<file path="src/design/sensor_response_crc_decoder_unit_assert.svh">
// Assertion macros for the sensor response CRC decoder.
// Included inside module bodies that have clk and arst_n; needs no package.
`ifndef SENSOR_RESPONSE_CRC_DECODER_UNIT_ASSERT_SVH
`define SENSOR_RESPONSE_CRC_DECODER_UNIT_ASSERT_SVH

// same-cycle implication
`define SRCD_ASSERT_NOW(label, ante, cons, msg) \
	label: assert property (@(posedge clk) disable iff (!arst_n) \
		(ante) |-> (cons)) else $error(msg);

// next-cycle implication
`define SRCD_ASSERT_NEXT(label, ante, cons, msg) \
	label: assert property (@(posedge clk) disable iff (!arst_n) \
		(ante) |=> (cons)) else $error(msg);

`endif

</file>
<file path="src/design/srcd_pkg.sv">
// Types, constants and the CRC-8 step for the sensor response decoder.
// No dependencies.
package srcd_pkg;

	typedef enum logic [1:0] {
		KIND_MEAS   = 2'd0,
		KIND_READY  = 2'd1,
		KIND_SELF   = 2'd2,
		KIND_SERIAL = 2'd3
	} kind_t;

	typedef logic [15:0] word_t;

	localparam logic [7:0]  CRC_INIT    = 8'hFF;
	localparam logic [7:0]  CRC_POLY    = 8'h31;
	localparam logic [10:0] READY_MASK  = 11'h7FF;
	localparam logic [15:0] FULL_SCALE  = 16'hFFFF;
	localparam logic [14:0] TEMP_SPAN   = 15'd17500;
	localparam logic [15:0] TEMP_OFFSET = 16'd4500;
	localparam logic [13:0] HUM_SPAN    = 14'd10000;

	localparam logic [2:0] ST_OK     = 3'd0;
	localparam logic [2:0] ST_SELF   = 3'd4;
	localparam logic [2:0] ST_SERIAL = 3'd5;

	// one byte of CRC-8, MSB first
	function automatic logic [7:0] crc8_step(input logic [7:0] crc, input logic [7:0] b);
		logic [7:0] c;
		c = crc ^ b;
		for (int i = 0; i < 8; i++) begin
			if (c[7]) begin
				c = {c[6:0], 1'b0} ^ CRC_POLY;
			end else begin
				c = {c[6:0], 1'b0};
			end
		end
		return c;
	endfunction

endpackage

</file>
<file path="src/design/srcd_scale.sv">
// Converts raw temperature and humidity words to centidegrees and centipercent.
// Uses srcd_pkg; divide by 65535 done as shift plus one correction step.
module srcd_scale (
	input  srcd_pkg::word_t     raw_temp,
	input  srcd_pkg::word_t     raw_hum,
	output logic signed [14:0]  temperature_centi,
	output logic [13:0]         humidity_centi
);
	import srcd_pkg::*;

	logic [30:0] t_prod;
	logic [14:0] t_q0;
	logic [16:0] t_rem;
	logic [14:0] t_quo;
	logic [15:0] t_diff;
	logic [29:0] h_prod;
	logic [13:0] h_q0;
	logic [16:0] h_rem;
	logic [13:0] h_quo;

	// x/65535: q0 = x>>16, remainder x - q0*65535 = lo + q0 < 2*65535
	always_comb begin
		t_prod = 31'(raw_temp) * 31'(TEMP_SPAN);
		t_q0   = t_prod[30:16];
		t_rem  = {1'b0, t_prod[15:0]} + 17'(t_q0);
		t_quo  = t_q0 + 15'(t_rem >= 17'(FULL_SCALE));
		t_diff = {1'b0, t_quo} - TEMP_OFFSET;
		temperature_centi = signed'(t_diff[14:0]);

		h_prod = 30'(raw_hum) * 30'(HUM_SPAN);
		h_q0   = h_prod[29:16];
		h_rem  = {1'b0, h_prod[15:0]} + 17'(h_q0);
		h_quo  = h_q0 + 14'(h_rem >= 17'(FULL_SCALE));
		humidity_centi = h_quo;
	end

endmodule

</file>
<file path="src/design/sensor_response_crc_decoder_unit.sv">
// Sensor response decoder: groups response bytes into CRC-8 checked words (serial
// unchecked), converts measurements. Uses srcd_pkg, srcd_scale, assertion header.
//
//   channel | direction | handshake            | beat
//   item    | in        | item_valid/item_stall | func, data_byte, first
//   res     | out       | res_valid/res_stall   | status, words, converted values
//
// One byte per cycle sustained while the result side does not stall. A byte lands
// in the input register, then word/CRC tracking and conversion fill the result
// register, which shows the result once its last byte has passed. Reset clears
// kind, position, CRC and words. A stalled result holds both stages; the input
// register frees as soon as its byte moves on.
module sensor_response_crc_decoder_unit (
	input  logic               clk,
	input  logic               arst_n,
	input  logic               item_valid,
	output logic               item_stall,
	input  logic [1:0]         func,
	input  logic [7:0]         data_byte,
	input  logic               first,
	output logic               res_valid,
	input  logic               res_stall,
	output logic [2:0]         status,
	output srcd_pkg::word_t    word_first,
	output srcd_pkg::word_t    word_second,
	output srcd_pkg::word_t    word_third,
	output logic signed [14:0] temperature_centi,
	output logic [13:0]        humidity_centi,
	output logic               data_ready
);
	import srcd_pkg::*;

	typedef enum logic [2:0] {
		PH_HIGH  = 3'b001,
		PH_LOW   = 3'b010,
		PH_CHECK = 3'b100
	} phase_t;

	logic        valid_s1;
	logic [1:0]  func_s1;
	logic [7:0]  data_s1;
	logic        first_s1;

	kind_t       kind_q;
	phase_t      phase_q;
	logic [1:0]  widx_q;
	logic [7:0]  high_q;
	logic [7:0]  crc_q;
	logic [2:0]  err_q;
	word_t       words_q [3];

	kind_t       cur_kind;
	phase_t      cur_phase;
	logic [1:0]  cur_widx;
	logic [7:0]  cur_high;
	logic [7:0]  cur_crc;
	logic [2:0]  cur_err;
	word_t       cur_words [3];
	logic [1:0]  nwords;
	logic        active;
	logic        last;

	phase_t      phase_nx;
	logic [1:0]  widx_nx;
	logic [7:0]  high_nx;
	logic [7:0]  crc_nx;
	logic [2:0]  err_nx;
	word_t       words_nx [3];
	logic [2:0]  status_nx;

	logic signed [14:0] temp_cv;
	logic [13:0]        hum_cv;

	logic res_valid_q;
	logic advance;
	logic s1_load;
	logic step;

	assign advance    = !(res_valid_q && res_stall);
	assign s1_load    = !valid_s1 || advance;
	assign item_stall = !s1_load;
	assign step       = valid_s1 && advance;
	assign res_valid  = res_valid_q;

	always_ff @(posedge clk or negedge arst_n) begin
		if (!arst_n) begin
			valid_s1 <= 1'b0;
		end else if (s1_load) begin
			valid_s1 <= item_valid;
		end
	end

	always_ff @(posedge clk) begin
		if (s1_load && item_valid) begin
			func_s1  <= func;
			data_s1  <= data_byte;
			first_s1 <= first;
		end
	end

	always_comb begin
		cur_kind  = first_s1 ? kind_t'(func_s1) : kind_q;
		cur_phase = first_s1 ? PH_HIGH : phase_q;
		cur_widx  = first_s1 ? 2'd0 : widx_q;
		cur_high  = first_s1 ? 8'd0 : high_q;
		cur_crc   = first_s1 ? CRC_INIT : crc_q;
		cur_err   = first_s1 ? ST_OK : err_q;
		for (int i = 0; i < 3; i++) begin
			cur_words[i] = first_s1 ? 16'd0 : words_q[i];
		end

		nwords = (cur_kind == KIND_MEAS || cur_kind == KIND_SERIAL) ? 2'd3 : 2'd1;
		active = cur_widx < nwords;
		last   = active && (cur_phase == PH_CHECK) && (cur_widx + 2'd1 == nwords);

		phase_nx = cur_phase;
		widx_nx  = cur_widx;
		high_nx  = cur_high;
		crc_nx   = cur_crc;
		err_nx   = cur_err;
		for (int i = 0; i < 3; i++) begin
			words_nx[i] = cur_words[i];
		end

		if (active) begin
			unique case (cur_phase)
				PH_HIGH: begin
					high_nx  = data_s1;
					crc_nx   = crc8_step(CRC_INIT, data_s1);
					phase_nx = PH_LOW;
				end
				PH_LOW: begin
					words_nx[cur_widx] = {cur_high, data_s1};
					crc_nx   = crc8_step(cur_crc, data_s1);
					phase_nx = PH_CHECK;
				end
				default: begin
					if (cur_kind != KIND_SERIAL && cur_crc != data_s1
							&& cur_err == ST_OK) begin
						err_nx = {1'b0, cur_widx} + 3'd1;
					end
					phase_nx = PH_HIGH;
					widx_nx  = cur_widx + 2'd1;
				end
			endcase
		end

		priority if (err_nx != ST_OK) begin
			status_nx = err_nx;
		end else if (cur_kind == KIND_SELF && cur_words[0] != 16'd0) begin
			status_nx = ST_SELF;
		end else if (cur_kind == KIND_SERIAL && cur_words[0] == 16'd0
				&& cur_words[1] == 16'd0 && cur_words[2] == 16'd0) begin
			status_nx = ST_SERIAL;
		end else begin
			status_nx = ST_OK;
		end
	end

	always_ff @(posedge clk or negedge arst_n) begin
		if (!arst_n) begin
			kind_q  <= KIND_MEAS;
			phase_q <= PH_HIGH;
			widx_q  <= 2'd0;
			high_q  <= 8'd0;
			crc_q   <= CRC_INIT;
			err_q   <= ST_OK;
			for (int i = 0; i < 3; i++) begin
				words_q[i] <= 16'd0;
			end
		end else if (step) begin
			kind_q  <= cur_kind;
			phase_q <= phase_nx;
			widx_q  <= widx_nx;
			high_q  <= high_nx;
			crc_q   <= crc_nx;
			err_q   <= err_nx;
			for (int i = 0; i < 3; i++) begin
				words_q[i] <= words_nx[i];
			end
		end
	end

	// last byte is never marked first, so the stored words are final here
	srcd_scale u_scale (
		.raw_temp          (words_q[1]),
		.raw_hum           (words_q[2]),
		.temperature_centi (temp_cv),
		.humidity_centi    (hum_cv)
	);

	always_ff @(posedge clk or negedge arst_n) begin
		if (!arst_n) begin
			res_valid_q <= 1'b0;
		end else if (advance) begin
			res_valid_q <= valid_s1 && last;
		end
	end

	always_ff @(posedge clk) begin
		if (step && last) begin
			status            <= status_nx;
			word_first        <= cur_words[0];
			word_second       <= cur_words[1];
			word_third        <= cur_words[2];
			temperature_centi <= (cur_kind == KIND_MEAS) ? temp_cv : 15'sd0;
			humidity_centi    <= (cur_kind == KIND_MEAS) ? hum_cv : 14'd0;
			data_ready        <= (cur_kind == KIND_READY)
				&& (cur_words[0][10:0] & READY_MASK) != 11'd0;
		end
	end

	`include "sensor_response_crc_decoder_unit_assert.svh"

	`SRCD_ASSERT_NOW(a_res_last, $rose(res_valid_q), $past(valid_s1 && last), "stray result")
	`SRCD_ASSERT_NOW(a_phase_onehot, 1'b1, $onehot(phase_q), "byte phase not one-hot")
	`SRCD_ASSERT_NOW(a_stall_cause, item_stall, valid_s1 && !advance, "needless input stall")
	`SRCD_ASSERT_NEXT(a_hold_s1, valid_s1 && !advance, $stable(data_s1), "held byte lost")

endmodule

</file>
<file path="config.mk">
export PLATFORM = sky130hd
export DESIGN_NAME = sensor_response_crc_decoder_unit
export DESIGN_NICKNAME = d
export VERILOG_FILES = /design/src/design/srcd_pkg.sv /design/src/design/srcd_scale.sv /design/src/design/sensor_response_crc_decoder_unit.sv
export VERILOG_INCLUDE_DIRS = /design/src /design/src/design
export SDC_FILE = /design/constraint.sdc
export NUM_CORES = 1
export LEC_CHECK = 0
export BUFFER_PORTS_ARGS = -buffer_cell sky130_fd_sc_hd__buf_2
export CORE_MARGIN = 2
export CORE_UTILIZATION = 57
export CTS_BUF_LIST = sky130_fd_sc_hd__clkbuf_16
export DETAILED_ROUTE_END_ITERATION = 7
export PLACE_DENSITY = 0.79
export SLEW_MARGIN = 20
export SYNTH_ARGS = -nofsm -noshare
export SYNTH_HDL_FRONTEND = slang
export SYNTH_SLANG_ARGS = --single-unit
</file>
<file path="constraint.sdc">
create_clock -name clk -period 11 [get_ports clk]
set_clock_uncertainty 0.2 [all_clocks]
set_input_delay 0.55 -clock clk [delete_from_list [all_inputs] [get_ports clk]]
set_output_delay 0.55 -clock clk [all_outputs]
set_load 0.05 [all_outputs]
</file>
Yosys cells after proc, flatten, opt, wreduce, memory -nomap -nowiden. Index checks and enable logic that the tools add are counted. W data, S select, Z words.

Register bits after elaboration: 168. Input bits: 15. Output and inout port bits: 83. Word-level logic and storage cells: 165.

Add/subtract/negate cells: 7. Multiply operators: 2. Order comparisons: 5. Eq/ne operators: 9. Mux-type cells: 73. Bitwise gates (word level): 19. Reduce and logical (&&, ||, !) cells: 29.

Operator list (number): $mux W8 (33); $mux W48 (2); $mux W6 (16); $mux W16 (4); $bwmux W48 (1); $logic_not A16 Y1 (3); $not A3 Y3 (16); $ge A17 B16 Y1 const B (2); $demux W16 S2 (1); $mul A16 B13 Y29 const B (1); $mux W3 (9); $mul A16 B10 Y26 const B (1); $add A16 B14 Y17 (1); $add A16 B15 Y17 (1); $pmux W8 S2 (1); $reduce_bool A16 Y1 (1); $add A15 B1 Y15 (1); $logic_and A1 B1 Y1 (15); $sub A15 B13 Y15 const B (1); $add A14 B1 Y14 (1); $reduce_bool A11 Y1 (1); $mux W2 (5); $ne A8 B8 Y1 (1); $not A8 Y8 (1); other kinds (21) (25).

Logic depth before layout (Yosys ltp). Gate-level depths: netlist of the first run.

Word-level depth: 34. Gate-level depth with buffers: 38. Gate-level depth less buffers: 37.

Modules after synthesis. From an unflattened synthesis of the first run, not the netlist that was laid out.

Cells, all modules: 1560. Area, all modules: 15292.2 sq um.

Modules (own cells, without submodules): sensor_response_crc_decoder_unit (instances 1, cells an instance 656, area an instance 7707.4 sq um, sequential area each 4675.7 sq um); srcd_scale (instances 1, cells an instance 904, area an instance 7584.8 sq um, sequential area each 0.0 sq um).

Worst setup path before layout of the first run. No wires, ideal clock.

Path type: register to register. Start point: register first_s1. End point: register data_ready (enable). Library setup time: 0.725 ns. Arrival time: 10.382 ns. Data required time: 10.075 ns. Path slack: -0.307 ns. Stages on the path, launching flop included: 12. Buffers on the path: 5. Period minus slack after synthesis: 11.307 ns. Path through: edfxtp_1 buf_2 buf_1 clkbuf_1 buf_2 mux2i_1 ha_1 inv_1 fa_1 clkbuf_1 nand2_1 nor4bb_1.

Cells in the longest elaborated chain, start to end: 8. Elaborated cells between the ends (all ways): 14. Classes of those cells: add/sub (1); order compare (1); eq/ne (3); mux (4); reduce/logical (5).

Ends and longest elaborated chain: start, declared (RTL line sensor_response_crc_decoder_unit.sv:42) `logic first_s1;`; start signal, assigned (RTL line sensor_response_crc_decoder_unit.sv:97) `first_s1 <= first;`; $mux W2 (RTL line sensor_response_crc_decoder_unit.sv:102) `cur_kind = first_s1 ? kind_t'(func_s1) : kind_q;`; $eq A2 B2 Y1 or $logic_not A2 Y1 (tied branches) (RTL line sensor_response_crc_decoder_unit.sv:112) `nwords = (cur_kind == KIND_MEAS || cur_kind == KIND_SERIAL) ? 2'd3 : 2'd1;`; $logic_or A1 B1 Y1 (RTL line sensor_response_crc_decoder_unit.sv:112); $mux W2 (RTL line sensor_response_crc_decoder_unit.sv:112); $lt A2 B2 Y1 (RTL line sensor_response_crc_decoder_unit.sv:113) `active = cur_widx < nwords;`; $logic_and A1 B1 Y1 (RTL line sensor_response_crc_decoder_unit.sv:114) `last = active && (cur_phase == PH_CHECK) && (cur_widx + 2'd1 == nwords);`; $logic_and A1 B1 Y1 (*) (RTL line sensor_response_crc_decoder_unit.sv:114); $logic_and A1 B1 Y1 (*) (RTL line sensor_response_crc_decoder_unit.sv:201) `if (step && last) begin`; end signal, assigned (RTL line sensor_response_crc_decoder_unit.sv:208) `data_ready <= (cur_kind == KIND_READY)`; end, declared (RTL line sensor_response_crc_decoder_unit.sv:29) `output logic data_ready`.

Every way passes the cells marked *; elsewhere a longest branch is shown, timed or not. A chain may end at the register's enable or synchronous reset.

Final worst setup path of the first run.
Start point: register words_q[27] (netlist bit). End point: register temperature_centi[14] (data pin).

Cells in the longest elaborated chain, start to end: 5.

Ends and longest elaborated chain: start, declared (RTL line sensor_response_crc_decoder_unit.sv:50) `word_t words_q [3];`; start signal, assigned by index (RTL line sensor_response_crc_decoder_unit.sv:179) `words_q[i] <= words_nx[i];`; $mul A16 B13 Y29 (*) (RTL line srcd_scale.sv:23) `t_prod = 31'(raw_temp) * 31'(TEMP_SPAN);`; $add A16 B15 Y17 (RTL line srcd_scale.sv:25) `t_rem = {1'b0, t_prod[15:0]} + 17'(t_q0);`; $ge A17 B16 Y1 (RTL line srcd_scale.sv:26) `t_quo = t_q0 + 15'(t_rem >= 17'(FULL_SCALE));`; $add A15 B1 Y15 (*) (RTL line srcd_scale.sv:26); $sub A15 B13 Y15 (*) (RTL line srcd_scale.sv:27) `t_diff = {1'b0, t_quo} - TEMP_OFFSET;`; end signal, assigned (RTL line sensor_response_crc_decoder_unit.sv:206) `temperature_centi <= (cur_kind == KIND_MEAS) ? temp_cv : 15'sd0;`; end, declared (RTL line sensor_response_crc_decoder_unit.sv:27) `output logic signed [14:0] temperature_centi,`.

Marked as above.

==> results.md, run 1 <==
* Main flop type after synthesis: edfxtp_1
* Max_slew headroom at 35.41%
* Ports at 98
* Initial core utilization at 58.05%
* Hold Vio Cnt, Final at 0
* Congestion Overflow GR at 0
* Clock Latency Late Sink at 450 ps
* Clk slew on worst S/H paths at 70 ps
* Final Power at 2325 uW
* # port buffers at 97
* Postcts setup bufs at 0
* DR WL/cell at 17.40 microns
* Mapped cell area at 0.01508 sq mm
* Internal power at 1423 uW
* Sequential-to-total area share from yosys stat at 31.00%
* Reg-to-reg setup timing slack at 1750 ps
* Area growth, synth to finish at 8.885%
* Fin crit share at 84.06%
* Resized Gates After CTS at 0
* Peak VDD IR at 0.0001018 V
* DIE WIDTH at 166.7 microns
* Slew Limit Fails at 0
* Minimum clock period at 9246 ps
* Dpl hpwl at 26210 microns
* Core Area at 0.02598 sq mm
* Logic pwr share at 37.9%
* Largest net degree at the start of global routing at 85
* Net count, final at 1911
* Htree depth at 4
* Worst hold slack at 59.18 ps
* Max Cap Violations at 0
* WL final at 34060 microns
* CP Data Required Time at 10960 ps
* Synth Net Count at 1839
* DRT iter0 DRCs at 944
* Syn avg cell area at 9.813 sq um
* Final count of negative-setup-slack endpoints at 0
* FF-to-FF path depth at 33
* Crit path kind: register to register
* Worst Tran Pin Value at 944.4 ps
* Worst Setup End Kind: register
* Synth Register Bits at 168
* Pwr per Cell Area at 141.5 mW/mm^2
* Most common cell on crit path: ha_1
* Critical path launch point type: register
* Antenna Cells at 0
* Final ANT Viol Nets at 0
* Critical Path AT at 9210 ps
* Status: complete, no violations
* Leak pwr at 0.008393 uW
* Vias in the first global route at 11110
* Psw at 901.5 uW
* Sequential share of power at 36.2%
* Iteration count of the initial detailed-routing pass at 5
* Max Clk Rate at 108.2 MHz
* Synth cell types at 87
* Async SR Flop Fraction at 45.24%
* Yosys warnings at 0
* Root Driver: clkbuf_16
* Die Y at 166.7 microns
* Total number of vias at 11320
* CTS sink cnt at 168
* RSZ-0062 raised after global routing: false
* Number of CTS-inserted buffers at 17
* Initial antenna violation count at 1
* TNS Setup at 0 ps
* Critical Path Slowest Stage Cell: fa_1
* RR Startpoint: words_q[27]
* GRT Total Usage at 24.85%
* Switching Fraction at 38.78%
* Power share of the clock group at 25.9%
* CTS tree: built
* Post-CTS Hold Fix Bufs at 0
* Row cnt at 59
* Max Buffers Root-to-Sink at 2
* Proportion of layout cells with a drive suffix above 1 at 10.48%
* Worst R2R End: temperature_centi[14]
* Global placement routability congestion at 0.8891
* DR DRC count at 0
* Routed vias/inst at 5.786
* Critical Path Max Stage Delay at 530 ps
* Total die area at 0.02778 sq mm
* Number of flops mapped to enable cells by yosys at 92
* Hold WC Path Type: input port to async pin
* Syn Inst Count at 1537
* CP max FO at 9
* First-pass GRT wire length at 55420 microns
## per-layer routing
layer / GRT usage (%) / up-vias / wire, microns
met2: 41.16 / 358 / 15970
met3: 3.850 / 67 / 2000
met4: 8.733 / 0 / 941
met5: 0 / - / 0
met1: 33.44 / 5433 / 15140
li1: - / 5465 / -
## cells in the mapped netlist, types with 9 or more instances
| master | instances | area [sq um] |
|---|---|---|
| clkbuf_1 | 35 | 131.4 |
| nor4_1 | 18 | 112.6 |
| buf_2 | 9 | 45.04 |
| a22oi_1 | 16 | 120.1 |
| nand2_1 | 93 | 349.1 |
| xor2_1 | 39 | 341.6 |
| inv_1 | 241 | 904.6 |
| nor2b_1 | 38 | 237.7 |
| fa_1 | 83 | 1662 |
| nor3_1 | 23 | 115.1 |
| ha_1 | 204 | 2552 |
| mux2i_1 | 29 | 290.3 |
| a22o_1 | 22 | 192.7 |
| xnor2_1 | 57 | 499.2 |
| dfrtp_1 | 67 | 1677 |
| and2_1 | 12 | 75.07 |
| edfxtp_1 | 92 | 2763 |
| nand3_1 | 13 | 65.06 |
| a21o_1 | 27 | 202.7 |
| nor2_1 | 89 | 334.1 |
| o21a_1 | 20 | 150.1 |
| a21oi_1 | 54 | 270.3 |
| o21ai_0 | 84 | 420.4 |
| dfstp_2 | 9 | 236.5 |
## cell usage in the layout (no fill, tap or decap), drive strengths merged, types with 13 or more instances in the layout
| cell type | Yosys | routed |
|---|---|---|
| a21o | 28 | 28 |
| a21oi | 55 | 55 |
| a22o | 22 | 22 |
| a22oi | 17 | 17 |
| buf | 13 | 102 |
| clkbuf | 35 | 18 |
| dfrtp | 67 | 67 |
| edfxtp | 92 | 92 |
| fa | 83 | 83 |
| ha | 204 | 204 |
| inv | 241 | 248 |
| mux2i | 29 | 29 |
| nand2 | 93 | 93 |
| nand3 | 13 | 13 |
| nor2 | 89 | 89 |
| nor2b | 38 | 38 |
| nor3 | 24 | 24 |
| nor4 | 19 | 19 |
| o21a | 20 | 20 |
| o21ai | 89 | 89 |
| xnor2 | 57 | 57 |
| xor2 | 39 | 39 |
## worst max-delay path: cells and delay by family, from the launching register on
family          cells  cell delay, ps
compound gates     13            2900
xor+xnor            1             520
fa+ha+maj           9            3390
buf+inv             4             210
flops               1             510
mux                 1             350
simple gates        5             860
## cell families (layout without fill, tap and decap cells)
| family | count (synthesis) | after routing | share of synthesized area, % |
|---|---|---|---|
| simple gates | 343 | 343 | 11.33 |
| compound gates | 319 | 319 | 14.53 |
| buf+inv | 291 | 376 | 7.399 |
| fa+ha+maj | 287 | 287 | 27.94 |
| flops | 168 | 168 | 31.00 |
| xor+xnor | 96 | 96 | 5.574 |
| mux | 33 | 33 | 2.223 |
## through the flow
step	utilization [%]	setup slack, ps	std cells	cell area (sq um)
2_1_floorplan	-	2690	1537	15090
3_3_place_gp	60.92	2268	1924	15830
3_5_place_dp	60.92	1892	1924	15830
4_1_cts	63.16	1828	1956	16410
5_1_grt	63.20	1184	1957	16420
6_report	63.20	1754	1957	16420
## power by group through the flow
stage	combinational, uW	clock [uW]	sequential (uW)
floorplan	679	0	826
global placement	840	0	849
detailed placement	864	0	851
CTS	877	608	839
global route	983	631	849
finish	880	603	841
## state kept, by name, summed over array words and instances (netlist names), 8 cells and up
| register | cells |
|---|---|
| crc_q | 8 |
| data_s1 | 8 |
| high_q | 8 |
| humidity_centi | 14 |
| temperature_centi | 15 |
| word_first | 16 |
| word_second | 16 |
| word_third | 16 |
| words_q | 48 |
## final cells by class
type,count,area [sq um]
clock buffers,18,450.4
clock inverters,14,131.4
inverters,242,908.4
fillers,2085,9562
repair buffers,102,529.3
multi-input cells,1078,9309
flip-flops and latches,168,4676
well taps,335,419.2
## how the worst max path moves through the flow
stage                                        to  slack (ps)        start
after CTS                 temperature_centi[14]        1830  words_q[27]
after floorplan              humidity_centi[12]        2690   words_q[9]
after detailed placement  temperature_centi[14]        1890  words_q[27]
final                     temperature_centi[14]        1750  words_q[27]
after global routing      temperature_centi[14]        1180  words_q[27]
after global placement    temperature_centi[14]        2270  words_q[27]
No activity file was read; power rests on OpenSTA's default activity.
==> run 2: changes to the inputs <==
--- a/config.mk
+++ b/config.mk
@@ -8,7 +8,7 @@
 export LEC_CHECK = 0
 export BUFFER_PORTS_ARGS = -buffer_cell sky130_fd_sc_hd__buf_2
 export CORE_MARGIN = 2
-export CORE_UTILIZATION = 57
+export CORE_UTILIZATION = 60
 export CTS_BUF_LIST = sky130_fd_sc_hd__clkbuf_16
 export DETAILED_ROUTE_END_ITERATION = 7
 export PLACE_DENSITY = 0.79
==> constraint.sdc (replaced) <==
create_clock -name clk -period 8.63 [get_ports clk]
set_clock_uncertainty 0.2 [all_clocks]
set_input_delay 0.4315 -clock clk [delete_from_list [all_inputs] [get_ports clk]]
set_output_delay 0.4315 -clock clk [all_outputs]
set_load 0.05 [all_outputs]
==> results.md, run 2 (synthesis gave the netlist of run 1 again) <==
* Status: complete, no violations
* Ports at 98 (unchanged)
* Worst Tran Pin Value at 968.5 ps (+24.04 ps)
* Number of CTS-inserted buffers at 17 (unchanged)
* Htree depth at 4 (unchanged)
* Psw at 1194 uW (+32%)
* Hold Vio Cnt, Final at 0 (unchanged)
* Slew Limit Fails at 0 (unchanged)
* Inst Count DP at 1947 (+1.2%)
* DIE WIDTH at 162.6 microns (-2.5%)
* Critical Path Max Stage Delay at 520 ps (about the same)
* Total die area at 0.02642 sq mm (-4.9%)
* Pwr per Cell Area at 178.7 mW/mm^2 (+26%)
* Proportion of layout cells with a drive suffix above 1 at 16.09% (+5.6 points)
* Hold WC Path Type: input port to register
* Leak pwr at 0.008724 uW (+3.9%)
* Congestion Overflow GR at 0 (unchanged)
* Hold wc startpoint: res_stall
* Fin worst setup slack at 247.8 ps (-1506 ps)
* Clk slew on worst S/H paths at 70 ps (about the same)
* Peak VDD IR at 0.0001355 V (+33%)
* Antenna Cells at 0 (unchanged)
* Fill cells at 1826 (-12%)
* Global placement routability congestion at 0.9244 (+4.0%)
* Largest net degree at the start of global routing at 85 (unchanged)
* Max Cap Violations at 0 (unchanged)
* Internal power at 1876 uW (+32%)
* Hold depth at 2
* Worst Setup End Kind: register
* RSZ-0062 raised after global routing: true
* Row cnt at 58 (-1.7%)
* CTS tree: built
* Initial core utilization at 60.42% (+2.4 points)
* Logic pwr share at 39.2% (+1.3 points)
* Clock Latency Late Sink at 450 ps (about the same)
* Max_slew headroom at 35.44% (about the same)
* Critical Path Slowest Stage Cell: fa_1
* Final count of negative-setup-slack endpoints at 0 (unchanged)
* Multi-input gate area at 0.009535 sq mm (+2.4%)
* Crit path kind: register to register
* Final Power at 3070 uW (+32%)
* Critical Path AT at 8350 ps (-860 ps)
* Dpl ws at -94.72 ps (-1986 ps)
* Dpl hpwl at 26440 microns (+0.88%)
* CP max FO at 5 (-4)
* CTS sink cnt at 168 (unchanged)
* Die Y at 162.6 microns (-2.5%)
* Total number of vias at 11610 (+2.6%)
* DR DRC count at 0 (unchanged)
* Minimum clock period at 8382 ps (-864.1 ps)
* Most flop-heavy register: words_q
* WL final at 35630 microns (+4.6%)
* GRT Total Usage at 26.78% (+1.9 points)
* Fin crit share at 97.13% (+13 points)
* DRT iter0 DRCs at 704 (-25%)
* CP Data Required Time at 8590 ps (-2370 ps)
* RR Startpoint: words_q[28]
* Most common cell after layout, fill and taps aside: inv_1
* Worst R2R End: temperature_centi[14]
* # port buffers at 97 (unchanged)
* DR WL/cell at 17.69 microns (+1.6%)
* Largest register FFs at 48 (unchanged)
* FF-to-FF path depth at 32 (-3.0%)
* Max Buffers Root-to-Sink at 2 (unchanged)
* Net count, final at 1973 (+3.2%)
* TNS Setup at 0 ps (unchanged)
* Max Clk Rate at 119.3 MHz (+10%)
* Area growth, synth to finish at 13.92%
* Power share of the clock group at 26.1% (+0.2 points)
* Core Area at 0.02496 sq mm (-3.9%)
* Iteration count of the initial detailed-routing pass at 5 (unchanged)
* Register area at 0.004693 sq mm (+0.37%)
* Most frequent cells in the layout: inv_1, ha_1, buf_2, edfxtp_1, nand2_1
* Routed vias/inst at 5.766 (-0.34%)
* Switching Fraction at 38.89% (+0.11 points)
* Critical path launch point type: register
* Root Driver: clkbuf_16
* Cell Count, Final, Fillers Out at 2014 (+2.9%)
* Most common cell on crit path: inv_1
* Initial antenna violation count at 0 (-1)
* Vias in the first global route at 11420 (+2.7%)
* Worst hold slack at 28.14 ps (-31.04 ps)
* Reg-to-reg setup timing slack at 250 ps (-1510 ps)
* First-pass GRT wire length at 55840 microns (+0.76%)
* Sequential share of power at 34.7% (-1.5 points)
* Hold EP: res_valid
* Final ANT Viol Nets at 0 (unchanged)
-- run 2: cell types whose count changed in the layout (fill, tap and decap cells not counted), moves of 6 or more --
cell,previous run,this run
buf_4,5,55
dfrtp_1,67,53
dfrtp_2,0,14
dlygate4sd3_1,0,13
ha_1,204,194
ha_2,0,6
o21ai_0,84,78
-- run 2: how the worst max path moves through the flow --
stage	cells past startpoint	startpoint	to
after global placement	33	words_q[5]	humidity_centi[12]
after global routing	33	words_q[6]	humidity_centi[12]
after floorplan	34	words_q[9]	humidity_centi[12]
after CTS	31	words_q[24]	temperature_centi[14]
after detailed placement	31	words_q[24]	temperature_centi[14]
final	32	words_q[28]	temperature_centi[14]
-- run 2: metal layers --
| metal | wire length [microns] | track usage (%) | vias to the layer above |
|---|---|---|---|
| met5 | 0 | 0 | - |
| met4 | 996 | 11.30 | 0 |
| met3 | 2078 | 4.762 | 80 |
| met2 | 17330 | 44.74 | 374 |
| met1 | 15220 | 34.52 | 5560 |
| li1 | - | - | 5599 |
-- run 2: stage by stage --
| step | area [sq um] | util, % |
|---|---|---|
| after floorplan | 15090 | - |
| after global placement | 16030 | 64.23 |
| after detailed placement | 16030 | 64.23 |
| after CTS | 16790 | 67.26 |
| after global routing | 17180 | 68.83 |
| final | 17180 | 68.83 |
-- run 2: power by group through the flow --
stage	Sequential, uW	Combinational (uW)	Clock, uW
finish	1070	1200	801
global route	1080	1340	840
CTS	1060	1150	805
detailed placement	1080	1130	0
global placement	1080	1100	0
floorplan	1050	866	0
-- run 2: layout make-up --
cell class | instances | share of cell area, %
Inverter | 242 | 5.287
Tap cell | 330 | 2.403
Clock inverter | 15 | 1.070
Timing Repair Buffer | 164 | 5.956
Multi-Input combinational cell | 1078 | 55.49
Sequential cell | 168 | 27.31
Clock buffer | 17 | 2.476
-- run 2: critical path, delay by kind of cell (launching register included) --
family / cells / cell delay (ps)
adder cells (fa/ha/maj): 9 / 3050
AND/OR/NAND/NOR: 5 / 1100
flip-flops: 1 / 450
buffers and inverters: 5 / 320
XOR/XNOR: 1 / 220
AO/OA/AOI/OAI: 12 / 2770
-- run 2: repair_timing --
item                                   in CTS  in global routing
endpoints found under the hold margin      79                  0
hold buffers                               13                  0
gates resized for setup                     5                 57
setup endpoints to repair                   3                 18
buffers inserted                            0                 22
pin swaps                                   0                 14
